===== src/rtl/core/bfpr_pkg.sv =====
// ----------------------------------------------------------------------------
// bfpr_pkg
// Shared types and constants of the bracket framed packet receiver.
// ----------------------------------------------------------------------------
`timescale 1ns / 1ps
`default_nettype none

package bfpr_pkg;

    localparam int BUF_SIZE = 64;
    localparam int DEST_W   = 16;

    localparam logic [7:0] OPEN_MARK  = 8'h5B;  // '['
    localparam logic [7:0] CLOSE_MARK = 8'h5D;  // ']'

    typedef enum logic [1:0] {
        CMD_BYTE  = 2'd0,
        CMD_READ  = 2'd1,
        CMD_CLEAR = 2'd2,
        CMD_NONE  = 2'd3
    } t_cmd;

    // classified beat handed from the front end to the back end
    typedef struct packed {
        t_cmd              kind;
        logic              is_open;
        logic              is_close;
        logic [7:0]        rx_data;
        logic              dest_zero;
        logic [DEST_W-1:0] dest_m1;
    } t_item;

endpackage

`default_nettype wire


===== src/rtl/core/bfpr_in_if.sv =====
// ----------------------------------------------------------------------------
// bfpr_in_if
// Input channel: command beats with valid/ready handshake.
// ----------------------------------------------------------------------------
`timescale 1ns / 1ps
`default_nettype none

interface bfpr_in_if;
    logic        valid;
    logic        ready;
    logic [1:0]  cmd;
    logic [7:0]  rx_data;
    logic [15:0] dest_size;

    modport source (output valid, output cmd, output rx_data, output dest_size,
                    input ready);
    modport sink   (input valid, input cmd, input rx_data, input dest_size,
                    output ready);
endinterface

`default_nettype wire


===== src/rtl/core/bfpr_out_if.sv =====
// ----------------------------------------------------------------------------
// bfpr_out_if
// Output channel: result beats with valid/ready handshake.
// ----------------------------------------------------------------------------
`timescale 1ns / 1ps
`default_nettype none

interface bfpr_out_if;
    logic       valid;
    logic       ready;
    logic [7:0] payload_byte;
    logic       got_packet;
    logic       last;
    logic       packet_ready;

    modport source (output valid, output payload_byte, output got_packet,
                    output last, output packet_ready, input ready);
    modport sink   (input valid, input payload_byte, input got_packet,
                    input last, input packet_ready, output ready);
endinterface

`default_nettype wire


===== src/rtl/core/bfpr_ram.sv =====
// ----------------------------------------------------------------------------
// bfpr_ram
// Generic single-write, single-read RAM with registered read data.
// ----------------------------------------------------------------------------
`timescale 1ns / 1ps
`default_nettype none

module bfpr_ram #(
    parameter int WIDTH = 8,
    parameter int DEPTH = 64
) (
    input  wire logic                     i_clk,
    input  wire logic                     i_wr_en,
    input  wire logic [$clog2(DEPTH)-1:0] i_wr_addr,
    input  wire logic [WIDTH-1:0]         i_wr_data,
    input  wire logic [$clog2(DEPTH)-1:0] i_rd_addr,
    output logic      [WIDTH-1:0]         o_rd_data
);

    logic [WIDTH-1:0] r_mem [DEPTH];

    always_ff @(posedge i_clk) begin
        if (i_wr_en) begin
            r_mem[i_wr_addr] <= i_wr_data;
        end
        o_rd_data <= r_mem[i_rd_addr];
    end

endmodule

`default_nettype wire


===== src/rtl/core/bfpr_front.sv =====
// ----------------------------------------------------------------------------
// bfpr_front
// Accepts input beats and classifies them for the back end.
// ----------------------------------------------------------------------------
`timescale 1ns / 1ps
`default_nettype none

module bfpr_front (
    bfpr_in_if.sink                i_in,
    input  wire logic              i_q_full,
    output logic                   o_push,
    output bfpr_pkg::t_item        o_item
);

    assign i_in.ready = !i_q_full;
    assign o_push     = i_in.valid && !i_q_full;

    always_comb begin
        o_item.kind      = bfpr_pkg::t_cmd'(i_in.cmd);
        o_item.is_open   = (i_in.rx_data == bfpr_pkg::OPEN_MARK);
        o_item.is_close  = (i_in.rx_data == bfpr_pkg::CLOSE_MARK);
        o_item.rx_data   = i_in.rx_data;
        o_item.dest_zero = (i_in.dest_size == '0);
        // wraps on zero; only used when dest_zero is clear
        o_item.dest_m1   = i_in.dest_size - bfpr_pkg::DEST_W'(1);
    end

endmodule

`default_nettype wire


===== src/rtl/core/bfpr_queue.sv =====
// ----------------------------------------------------------------------------
// bfpr_queue
// Two-entry queue decoupling the front end from the back end.
// ----------------------------------------------------------------------------
`timescale 1ns / 1ps
`default_nettype none

module bfpr_queue (
    input  wire logic              i_clk,
    input  wire logic              i_rst_n,
    input  wire logic              i_push,
    input  wire bfpr_pkg::t_item   i_item,
    output logic                   o_full,
    input  wire logic              i_pop,
    output logic                   o_valid,
    output bfpr_pkg::t_item        o_item
);

    bfpr_pkg::t_item r_slot [2];
    logic            r_wp;
    logic            r_rp;
    logic [1:0]      r_cnt;

    assign o_full  = (r_cnt == 2'd2);
    assign o_valid = (r_cnt != 2'd0);
    assign o_item  = r_slot[r_rp];

    always_ff @(posedge i_clk) begin
        if (!i_rst_n) begin
            r_wp  <= 1'b0;
            r_rp  <= 1'b0;
            r_cnt <= 2'd0;
        end else begin
            if (i_push) begin
                r_wp <= !r_wp;
            end
            if (i_pop) begin
                r_rp <= !r_rp;
            end
            if (i_push && !i_pop) begin
                r_cnt <= r_cnt + 2'd1;
            end else if (!i_push && i_pop) begin
                r_cnt <= r_cnt - 2'd1;
            end
        end
        if (i_push) begin
            r_slot[r_wp] <= i_item;
        end
    end

endmodule

`default_nettype wire


===== src/rtl/core/bfpr_back.sv =====
// ----------------------------------------------------------------------------
// bfpr_back
// Carries out classified beats: framing state, payload store, read-out.
// ----------------------------------------------------------------------------
`timescale 1ns / 1ps
`default_nettype none

module bfpr_back #(
    parameter int BUF_SIZE = bfpr_pkg::BUF_SIZE
) (
    input  wire logic              i_clk,
    input  wire logic              i_rst_n,
    input  wire logic              i_q_valid,
    input  wire bfpr_pkg::t_item   i_item,
    output logic                   o_pop,
    bfpr_out_if.source             o_out
);

    localparam int IDX_W = $clog2(BUF_SIZE);
    localparam logic [IDX_W-1:0] FILL_MAX = IDX_W'(BUF_SIZE - 1);

    typedef enum logic {
        ST_IDLE,
        ST_READ
    } t_state;

    t_state           r_state, n_state;
    logic             r_collect, n_collect;
    logic [IDX_W-1:0] r_fill, n_fill;
    logic             r_flag, n_flag;
    logic [IDX_W-1:0] r_len, n_len;
    logic [IDX_W-1:0] r_idx, n_idx;
    logic [IDX_W-1:0] r_lim, n_lim;
    logic             r_out_valid, n_out_valid;
    logic [7:0]       r_out_byte, n_out_byte;
    logic             r_out_got, n_out_got;
    logic             r_out_last, n_out_last;
    logic             r_out_rdy, n_out_rdy;

    logic             free;
    logic             wr_en;
    logic [IDX_W-1:0] rd_addr;
    logic [7:0]       rd_data;
    logic [bfpr_pkg::DEST_W-1:0] len_ext;

    bfpr_ram #(
        .WIDTH (8),
        .DEPTH (BUF_SIZE)
    ) u_store (
        .i_clk     (i_clk),
        .i_wr_en   (wr_en),
        .i_wr_addr (r_fill),
        .i_wr_data (i_item.rx_data),
        .i_rd_addr (rd_addr),
        .o_rd_data (rd_data)
    );

    assign free    = !r_out_valid || o_out.ready;
    assign len_ext = bfpr_pkg::DEST_W'(r_len);

    assign o_out.valid        = r_out_valid;
    assign o_out.payload_byte = r_out_byte;
    assign o_out.got_packet   = r_out_got;
    assign o_out.last         = r_out_last;
    assign o_out.packet_ready = r_out_rdy;

    always_comb begin
        n_state     = r_state;
        n_collect   = r_collect;
        n_fill      = r_fill;
        n_flag      = r_flag;
        n_len       = r_len;
        n_idx       = r_idx;
        n_lim       = r_lim;
        n_out_valid = r_out_valid && !o_out.ready;
        n_out_byte  = r_out_byte;
        n_out_got   = r_out_got;
        n_out_last  = r_out_last;
        n_out_rdy   = r_out_rdy;
        o_pop       = 1'b0;
        wr_en       = 1'b0;
        rd_addr     = r_idx;

        case (r_state)
            ST_IDLE: begin
                if (i_q_valid && free) begin
                    o_pop       = 1'b1;
                    n_out_valid = 1'b1;
                    n_out_byte  = 8'h00;
                    n_out_got   = 1'b0;
                    n_out_last  = 1'b1;
                    case (i_item.kind)
                        bfpr_pkg::CMD_BYTE: begin
                            if (!r_collect) begin
                                if (i_item.is_open && !r_flag) begin
                                    n_collect = 1'b1;
                                    n_fill    = '0;
                                end
                            end else if (i_item.is_close) begin
                                n_len     = r_fill;
                                n_flag    = 1'b1;
                                n_collect = 1'b0;
                            end else if (r_fill < FILL_MAX) begin
                                wr_en  = 1'b1;
                                n_fill = r_fill + IDX_W'(1);
                            end
                        end
                        bfpr_pkg::CMD_READ: begin
                            if (r_flag && !i_item.dest_zero) begin
                                // no beat yet: first byte arrives from the store
                                n_out_valid = r_out_valid && !o_out.ready;
                                n_out_byte  = r_out_byte;
                                n_out_got   = r_out_got;
                                n_out_last  = r_out_last;
                                n_flag      = 1'b0;
                                n_idx       = '0;
                                rd_addr     = '0;
                                n_lim       = (i_item.dest_m1 < len_ext) ?
                                              i_item.dest_m1[IDX_W-1:0] : r_len;
                                n_state     = ST_READ;
                            end
                        end
                        bfpr_pkg::CMD_CLEAR: begin
                            n_flag = 1'b0;
                        end
                        default: begin
                        end
                    endcase
                    n_out_rdy = n_flag;
                end
            end
            ST_READ: begin
                if (free) begin
                    n_out_valid = 1'b1;
                    n_out_got   = 1'b1;
                    n_out_rdy   = 1'b0;
                    if (r_idx == r_lim || rd_data == 8'h00) begin
                        // terminator beat
                        n_out_byte = 8'h00;
                        n_out_last = 1'b1;
                        n_state    = ST_IDLE;
                    end else begin
                        n_out_byte = rd_data;
                        n_out_last = 1'b0;
                        n_idx      = r_idx + IDX_W'(1);
                        rd_addr    = r_idx + IDX_W'(1);
                    end
                end
            end
            default: begin
                n_state = ST_IDLE;
            end
        endcase
    end

    always_ff @(posedge i_clk) begin
        if (!i_rst_n) begin
            r_state     <= ST_IDLE;
            r_collect   <= 1'b0;
            r_fill      <= '0;
            r_flag      <= 1'b0;
            r_len       <= '0;
            r_out_valid <= 1'b0;
        end else begin
            r_state     <= n_state;
            r_collect   <= n_collect;
            r_fill      <= n_fill;
            r_flag      <= n_flag;
            r_len       <= n_len;
            r_out_valid <= n_out_valid;
        end
        r_idx      <= n_idx;
        r_lim      <= n_lim;
        r_out_byte <= n_out_byte;
        r_out_got  <= n_out_got;
        r_out_last <= n_out_last;
        r_out_rdy  <= n_out_rdy;
    end

endmodule

`default_nettype wire


===== src/rtl/core/bracket_framed_packet_receiver_top.sv =====
// ----------------------------------------------------------------------------
// bracket_framed_packet_receiver_top
// Frames received bytes into [payload] packets and reads them out.
// ----------------------------------------------------------------------------
// Input channel i_in carries one command per beat: a received byte, a read
// of the waiting packet, or a clear of the ready flag. Output channel o_out
// returns result beats; the final beat of each command has last set, and
// every beat carries the ready flag as it stands after that command.
// Byte and clear commands each give one status beat via the queue and the
// output register, taken at one per cycle while o_out.ready is high and no
// read runs. A read of a waiting packet gives up to dest_size-1 of its bytes,
// one per cycle while o_out.ready is high, out of the registered read port
// of the payload RAM, then a terminator beat. Reads are handled one at a
// time; up to two further commands queue up behind a read meanwhile.
// When o_out.ready is low the output register holds its beat, the back end
// stops, and the two-entry queue fills before i_in.ready drops.
// Reset clears the framing state and the ready flag; the payload RAM is not
// cleared, since only bytes written for the current packet are ever read.
// ----------------------------------------------------------------------------
`timescale 1ns / 1ps
`default_nettype none

module bracket_framed_packet_receiver_top #(
    parameter int BUF_SIZE = bfpr_pkg::BUF_SIZE
) (
    input  wire logic  i_clk,
    input  wire logic  i_rst_n,
    bfpr_in_if.sink    i_in,
    bfpr_out_if.source o_out
);

    logic            push;
    logic            q_full;
    logic            q_valid;
    logic            pop;
    bfpr_pkg::t_item front_item;
    bfpr_pkg::t_item back_item;

    bfpr_front u_front (
        .i_in     (i_in),
        .i_q_full (q_full),
        .o_push   (push),
        .o_item   (front_item)
    );

    bfpr_queue u_queue (
        .i_clk   (i_clk),
        .i_rst_n (i_rst_n),
        .i_push  (push),
        .i_item  (front_item),
        .o_full  (q_full),
        .i_pop   (pop),
        .o_valid (q_valid),
        .o_item  (back_item)
    );

    bfpr_back #(
        .BUF_SIZE (BUF_SIZE)
    ) u_back (
        .i_clk     (i_clk),
        .i_rst_n   (i_rst_n),
        .i_q_valid (q_valid),
        .i_item    (back_item),
        .o_pop     (pop),
        .o_out     (o_out)
    );

endmodule

`default_nettype wire

===== src/flat_wrapper.sv =====
// flat-port wrapper written by rule: the top's interface ports become plain ports
module bracket_framed_packet_receiver_top_flat 
#(
    parameter int BUF_SIZE = bfpr_pkg::BUF_SIZE
)
  (i_clk, i_rst_n, i_in_valid, i_in_cmd, i_in_rx_data, i_in_dest_size, i_in_ready, o_out_valid, o_out_payload_byte, o_out_got_packet, o_out_last, o_out_packet_ready, o_out_ready);
  bfpr_in_if i_in_i ();
  bfpr_out_if o_out_i ();
  input  wire logic i_clk;
  input  wire logic i_rst_n;
  input wire logic [$bits(i_in_i.valid)-1:0] i_in_valid;
  input wire logic [$bits(i_in_i.cmd)-1:0] i_in_cmd;
  input wire logic [$bits(i_in_i.rx_data)-1:0] i_in_rx_data;
  input wire logic [$bits(i_in_i.dest_size)-1:0] i_in_dest_size;
  output wire logic [$bits(i_in_i.ready)-1:0] i_in_ready;
  output wire logic [$bits(o_out_i.valid)-1:0] o_out_valid;
  output wire logic [$bits(o_out_i.payload_byte)-1:0] o_out_payload_byte;
  output wire logic [$bits(o_out_i.got_packet)-1:0] o_out_got_packet;
  output wire logic [$bits(o_out_i.last)-1:0] o_out_last;
  output wire logic [$bits(o_out_i.packet_ready)-1:0] o_out_packet_ready;
  input wire logic [$bits(o_out_i.ready)-1:0] o_out_ready;
  assign i_in_i.valid = i_in_valid;
  assign i_in_i.cmd = i_in_cmd;
  assign i_in_i.rx_data = i_in_rx_data;
  assign i_in_i.dest_size = i_in_dest_size;
  assign i_in_ready = i_in_i.ready;
  assign o_out_valid = o_out_i.valid;
  assign o_out_payload_byte = o_out_i.payload_byte;
  assign o_out_got_packet = o_out_i.got_packet;
  assign o_out_last = o_out_i.last;
  assign o_out_packet_ready = o_out_i.packet_ready;
  assign o_out_i.ready = o_out_ready;
  bracket_framed_packet_receiver_top #(.BUF_SIZE(BUF_SIZE)) u_core (.i_clk(i_clk), .i_rst_n(i_rst_n), .i_in(i_in_i), .o_out(o_out_i));
endmodule

===== config.mk =====
export PLATFORM = sky130hd
export DESIGN_NAME = bracket_framed_packet_receiver_top_flat
export DESIGN_NICKNAME = d
export VERILOG_FILES = /design/src/rtl/core/bfpr_pkg.sv /design/src/rtl/core/bfpr_in_if.sv /design/src/rtl/core/bfpr_out_if.sv /design/src/rtl/core/bfpr_ram.sv /design/src/rtl/core/bfpr_front.sv /design/src/rtl/core/bfpr_queue.sv /design/src/rtl/core/bfpr_back.sv /design/src/rtl/core/bracket_framed_packet_receiver_top.sv /design/src/flat_wrapper.sv
export SDC_FILE = /design/constraint.sdc
export NUM_CORES = 1
export LEC_CHECK = 0
export BUFFER_PORTS_ARGS = -buffer_cell sky130_fd_sc_hd__buf_4
export CORE_MARGIN = 2
export CORE_UTILIZATION = 25
export CTS_CLUSTER_DIAMETER = 80
export DETAILED_ROUTE_END_ITERATION = 16
export SYNTH_ARGS = -nofsm -noshare
export SYNTH_HDL_FRONTEND = slang
export SYNTH_SLANG_ARGS = --single-unit

===== constraint.sdc =====
create_clock -name i_clk -period 3.5 [get_ports i_clk]
set_clock_uncertainty 0.15 [all_clocks]
set_input_delay 0.175 -clock i_clk [delete_from_list [all_inputs] [get_ports i_clk]]
set_output_delay 0.175 -clock i_clk [all_outputs]
set_load 0.03 [all_outputs]

-- Word-level counts from Yosys, hierarchy flattened
Memories as Yosys holds them, arrays and structs flattened. A register that Yosys moved wholly into a read port is not among the register bits.
Cells that the tools add are included.
- memory bits (writable): 570
- output and inout port bits: 13
- register bits: 43
- memories: 2
- reduce and logical (&&, ||, !) cells: 31
- eq/ne operators: 11
- magnitude comparators: 2
- muxes and demuxes: 65
- bitwise logic cells: 1
- add/subtract/negate cells: 5
- memory list (name ; words ; bits a word ; rd ports ; clocked after Yosys merged registers in ; write ports ; RTL line ; RTL):
    u_core.u_back.u_store.r_mem ; 64 ; 8 ; 1 ; 1 ; 1 ; bfpr_ram.sv:20 ; logic [WIDTH-1:0] r_mem [DEPTH];
    u_core.u_queue.r_slot ; 2 ; 29 ; 1 ; 1 ; 1 ; bfpr_queue.sv:19 ; bfpr_pkg::t_item r_slot [2];
- operators with widths (cell ; number):
    two-way mux 6 bit ; 10
    two-way mux 1 bit ; 40
    two-way mux 8 bit ; 5
    == test 8 x 7 -> 1 bit (second input constant) ; 2
    zero test 16 bit ; 1
    < comparator 16 x 6 -> 1 bit ; 1
    case mux 8 bit (2 select lines) ; 1
    subtractor 16 x 1 -> 16 bit (second input constant) ; 1
    adder 6 x 1 -> 6 bit (second input constant) ; 2
    case mux 6 bit (2 select lines) ; 1
    case mux 1 bit (2 select lines) ; 5
    zero test 1 bit ; 9
    zero test 8 bit ; 1
    logical AND 1 bit ; 7
    == test 6 bit ; 1
    < comparator 6 bit (second input constant) ; 1
    AND reduction 3 bit ; 2
    AND reduction 6 bit ; 1
    nonzero test 2 bit ; 3
    AND reduction 5 bit ; 1
    == test 2 bit (second input constant) ; 2
    two-way mux 2 bit ; 2
    != test 2 x 1 -> 1 bit (second input constant) ; 2
    != test 2 bit (second input constant) ; 2
    other kinds (10) ; 12

-- Depth between registers and ports, before layout
- depth after elaboration: 9
- mapped depth: 15
- gate-level depth less buffers: 11

-- Hierarchy
From an unflattened synthesis, not the netlist that was laid out.
- cell total of the unflattened synthesis: 1297
- area, all modules: 24836.3 um2
- modules (own cells, without submodules) (module ; cells each ; area each (um2) ; sequential area each (um2) ; instances):
    bfpr_ram ; 940 ; 20166.8 ; 15534.9 ; 1
    bfpr_queue ; 112 ; 2313.5 ; 1841.8 ; 1
    bfpr_back ; 190 ; 1936.9 ; 950.9 ; 1
    bfpr_front ; 55 ; 419.2 ; 0.0 ; 1

-- Worst setup path after synthesis
OpenSTA, ideal clock, no wires.
- kind: register to register
- start point: reg (tool-made name)
- end point: reg u_core.u_back.r_lim[1], data pin
- arrival: 2.672 ns
- clock period less this slack: 3.082 ns
- cell stages (with the launch flop): 13
- slack: 0.418 ns
- buffers on the path: 2
- cells stage by stage: dfxtp_1 -> clkbuf_1 -> clkbuf_1 -> mux2_2 -> ha_1 -> a21boi_0 -> o21ai_0 -> nand2b_1 -> a21oi_1 -> nor2b_1 -> o21ai_0 -> nand2_1 -> mux2_2
- RTL lines (what ; RTL line ; RTL):
    end signal, assigned ; bfpr_back.sv:173 ; r_lim <= n_lim;
    end, declared ; bfpr_back.sv:33 ; logic [IDX_W-1:0] r_lim, n_lim;

-- Worst setup path in the final report
- start point: reg u_core.u_back.u_store.o_rd_data[6], read port of u_core.u_back.u_store.r_mem
- end point: reg u_core.u_back.u_store.o_rd_data[3], read port of u_core.u_back.u_store.r_mem
- word-level cells in the longest chain between the ends: 5
- ends and longest elaborated chain (what ; RTL line ; RTL):
    start, declared ; bfpr_ram.sv:17 ; output logic [WIDTH-1:0] o_rd_data
    zero test 8 bit ; bfpr_back.sv:137 ; if (r_idx == r_lim || rd_data == 8'h00) begin
    logical OR 1 bit ; bfpr_back.sv:137 ;
    two-way mux 6 bit (2 in a row) ; n/a ;
    case mux 6 bit (2 select lines) ; n/a ;
Every way passes these cells.
A chain may end at the register's enable or synchronous reset.

==> summary.txt <==
Status
  • Outcome: completed

Worst setup path
  • Critical-path maximum fanout: 12
  • Worst R2R Path Depth: 13
  • WP data arrival: 3.77 ns
  • R2r setup slk: 0.08 ns
  • Reg2reg end: u_core.u_back.u_store.o_rd_data[3]$_DFF_P_
  • Crit Path Class: reg -> reg
  • CP Launch Type: flip-flop
  • Max incr delay on CP: 0.76 ns
  • Critical path's top delay family: compound AO/OA/AOI/OAI gates
  • CP max-delay cell: a211oi_1
  • Crit path top cell by count: buf_4
  • Worst-path cell chain: nor4_4, a211oi_4, buf_4, o211ai_4, mux2i_4, buf_12, buf_4, buf_4, buf_4, nand3_1, a211oi_1, or4_1, nor4b_2
  • Critical Path RT: 3.86 ns
  • Reg2reg start: u_core.u_back.u_store.o_rd_data[6]$_DFF_P_
  • Bufs and invs on worst path: 5
  • Crit. End Element: flip-flop

Clocking
  • TritonCTS buffer count: 67
  • Clock Sinks: 622
  • CTS max path bufs: 3
  • Clock edge transition at the registers on the reported setup and hold paths: 0.06 ns
  • Root buffer cell: clkbuf_16
  • Clock latency on the worst-skew pair: 0.61 ns
  • CTS tree: built
  • CTS H-tree depth: 3

Floorplan
  • Top Ports: 43
  • Chip width: 326.1 µm
  • Starting Density: 25.13%
  • Standard-cell rows: 118
  • Die ar.: 106,300 µm²
  • Chip height: 326.1 µm
  • CORE AREA: 103,200 µm²

Synth
  • Syn Inst Count: 1,852
  • Mapped cell area: 25,930 µm²
  • Synth top area cells: edfxtp_1 68%, mux2i_1 5.0%, nand2_1 3.9%
  • Post-synth top area cell: edfxtp_1
  • YS warnings: 0
  • Main flop type after synthesis: edfxtp_1
  • Syn avg cell area: 14.00 µm²
  • Synth async-reset ratio: 0%
  • Top cells by count, synth: 587 x edfxtp_1, 267 x nand2_1, 130 x mux2i_1
  • EDFF count, synth: 587
  • Netlist cell types: 84
  • Syn nets: 1,891
  • #FFs+latches synth: 622
  • Synth top area share: 67.97%
  • Top-count cell post-synth: edfxtp_1
  • Register area share after synthesis: 70.67%

Global routing
  • First-pass GRT wire length: 111.1 mm
  • All-Layer GR Usage: 13.90%
  • Congestion Overflow GR: 0
  • Largest net degree at the start of global routing: 73
  • Vias in the first global route: 16,640
  • Initial antenna violation count: 0

Place
  • # placed instances: 3,378
  • IO Port Bufs: 42
  • DP Worst Slack: -0.1344 ns
  • Routability congestion estimate from global placement: 0.9514
  • Placed Area: 29,230 µm²
  • DP HPWL: 50.81 mm

Drt
  • Vias/cell: 4.787
  • Iteration-0 DRC count of the detailed router: 2,035
  • DRC viols: 0
  • Pre-Repair DR Iteration Count: 6
  • DR WL/cell: 21.50 µm
  • ANT nets after route: 0
  • Via Count: 16,970
  • Final wirelength: 76.19 mm

Power and ir drop
  • Gate power share: 9.5%
  • Switch Pwr: 4.203 mW
  • Switch share: 23.49%
  • Reg power frac: 49.8%
  • Worst vdd ir: 0.2956 mV
  • PD cells: 558.1 nW/µm²
  • Pleak: 11.14 nW
  • Pint: 13.69 mW
  • Clock power share: 40.7%

Worst hold path
  • Hold path endpoint: u_core.u_queue.r_cnt[1]$_SDFFE_PN0P_
  • Hold Crit Class: in -> reg
  • Hold_sp: i_in_valid
  • Hold Path Stages: 6

STA
  • Slew Limit Fails: 0
  • Peak Freq: 0.2926 GHz
  • Final setup viols: 0
  • Crit share post-route: 97.66%
  • Final hold violation count: 0
  • Setup TNS Final: 0 ns
  • Slew margin rel.: 16.17%
  • Worst slew pin tran: 1.253 ns
  • Tmin final: 3.418 ns
  • RSZ-0062 raised after global routing: true
  • Worst setup margin: 0.08207 ns

Cells and area
  • Register Area: 18,330 µm²
  • Area occupied by multi-input gates: 7098 µm²
  • Post-route cell area: 32,050 µm²
  • Fraction of layout cells with a size suffix above 1: 20.10%
  • # fillers: 10,170
  • Layout Nets: 2,150
  • Fin cells: 3,544
  • Antenna fix cells: 0
  • Synth-to-layout area growth: 23.60%

Flow run
  • Max_cap viols: 0
-- final cells by class --
cell class	instances	area share [%]
clock buffer	84	5.726
clock inverter	38	1.280
inverter	26	0.3435
multi-input combinational	1106	22.14
sequential	622	57.18
tap	1380	5.387
timing repair buffer	288	7.943
-- per-stage QoR --
| step | hold slack [ns] | util (%) | power, mW |
|---|---|---|---|
| after global placement | 0.2138 | 28.32 | 10.69 |
| final | 0.04321 | 31.06 | 17.89 |
| after detailed placement | 0.2158 | 28.32 | 10.71 |
| after floorplan | 0.1239 | - | 9.881 |
| after CTS | 0.01617 | 30.89 | 17.99 |
| after global routing | 0.07743 | 31.06 | 18.39 |
-- metal layers --
metal	track usage [%]	routed length (µm)
met5	0	0
met3	2.210	5913
met4	6.592	3598
met1	18.43	31320
met2	22.23	35360
-- registers in the layout (all words and copies together) (netlist names), 2 cells and up, named ones only --
register / flops
u_core.u_queue.r_cnt: 2
u_core.u_back.u_store.o_rd_data: 8
u_core.u_back.u_store.r_mem: 512
u_core.u_back.o_out.payload_byte: 8
u_core.u_back.r_idx: 6
u_core.u_back.r_lim: 6
u_core.u_back.r_len: 6
u_core.u_back.r_fill: 6
u_core.u_queue.r_slot: 58
-- power groups by stage --
stage | Sequential [mW] | Clock [mW] | Combinational, mW
3_3_place_gp | 9.06 | 0 | 1.62
2_1_floorplan | 9.15 | 0 | 0.726
4_1_cts | 8.91 | 7.39 | 1.69
5_1_grt | 8.93 | 7.66 | 1.80
6_report | 8.91 | 7.28 | 1.70
3_5_place_dp | 9.07 | 0 | 1.65
-- timing repair --
| item | in CTS | in global routing |
|---|---|---|
| cloned | 0 | 1 |
| pin swaps | 0 | 2 |
| hold buffers | 36 | 0 |
| setup endpoints to repair | 7 | 24 |
| hold endpoints to repair | 80 | 0 |
| gates resized for setup | 9 | 21 |
| setup buffers | 0 | 7 |
-- worst register-to-register path, stage by stage, from the launching register on --
cell      delay [ns]
dfxtp_1         0.34
nor4_4          0.43
a211oi_4        0.13
buf_4           0.17
o211ai_4        0.10
mux2i_4         0.29
buf_12          0.15
buf_4           0.10
buf_4           0.10
buf_4           0.21
nand3_1         0.11
a211oi_1        0.76
or4_1           0.23
nor4b_2         0.05
-- placed cells by master, fill, tap and decap left out, types with 21 or more instances in the layout --
cell type,instances
nand2_1,266
nor3_1,23
dlygate4sd3_1,36
buf_4,227
clkbuf_16,72
o21ai_0,29
nor2_1,103
mux2_2,34
edfxtp_1,587
nand3_1,74
dfxtp_1,35
nor4_1,21
mux2i_1,130
a21oi_1,91
-- worst max-delay path by stage --
stage          depth (start not counted)                                  startpoint                                           end
2_1_floorplan                         12                                   flip-flop              u_core.u_back.r_lim[1]$_DFFE_PP_
3_3_place_gp                          10                                   flip-flop    u_core.u_back.u_store.o_rd_data[7]$_DFF_P_
3_5_place_dp                          10                                   flip-flop    u_core.u_back.u_store.o_rd_data[7]$_DFF_P_
4_1_cts                               11  u_core.u_back.u_store.o_rd_data[5]$_DFF_P_    u_core.u_back.u_store.o_rd_data[2]$_DFF_P_
5_1_grt                                9        u_core.u_queue.r_cnt[0]$_SDFFE_PN0P_  u_core.u_back.u_store.r_mem[63][2]$_DFFE_PP_
6_report                              13  u_core.u_back.u_store.o_rd_data[6]$_DFF_P_    u_core.u_back.u_store.o_rd_data[3]$_DFF_P_
-- logic make-up (layout without fill, tap and decap cells) --
logic type / count (synthesis) / after routing / synth area share [%]
xor+xnor: 28 / 28 / 1.004
mux: 165 / 165 / 6.581
fa+ha+maj: 9 / 9 / 0.4342
simple gates: 619 / 619 / 11.45
flops: 622 / 622 / 70.67
buf+inv: 124 / 436 / 2.427
compound gates: 285 / 285 / 7.430
No activity file was read; power rests on OpenSTA's default activity.
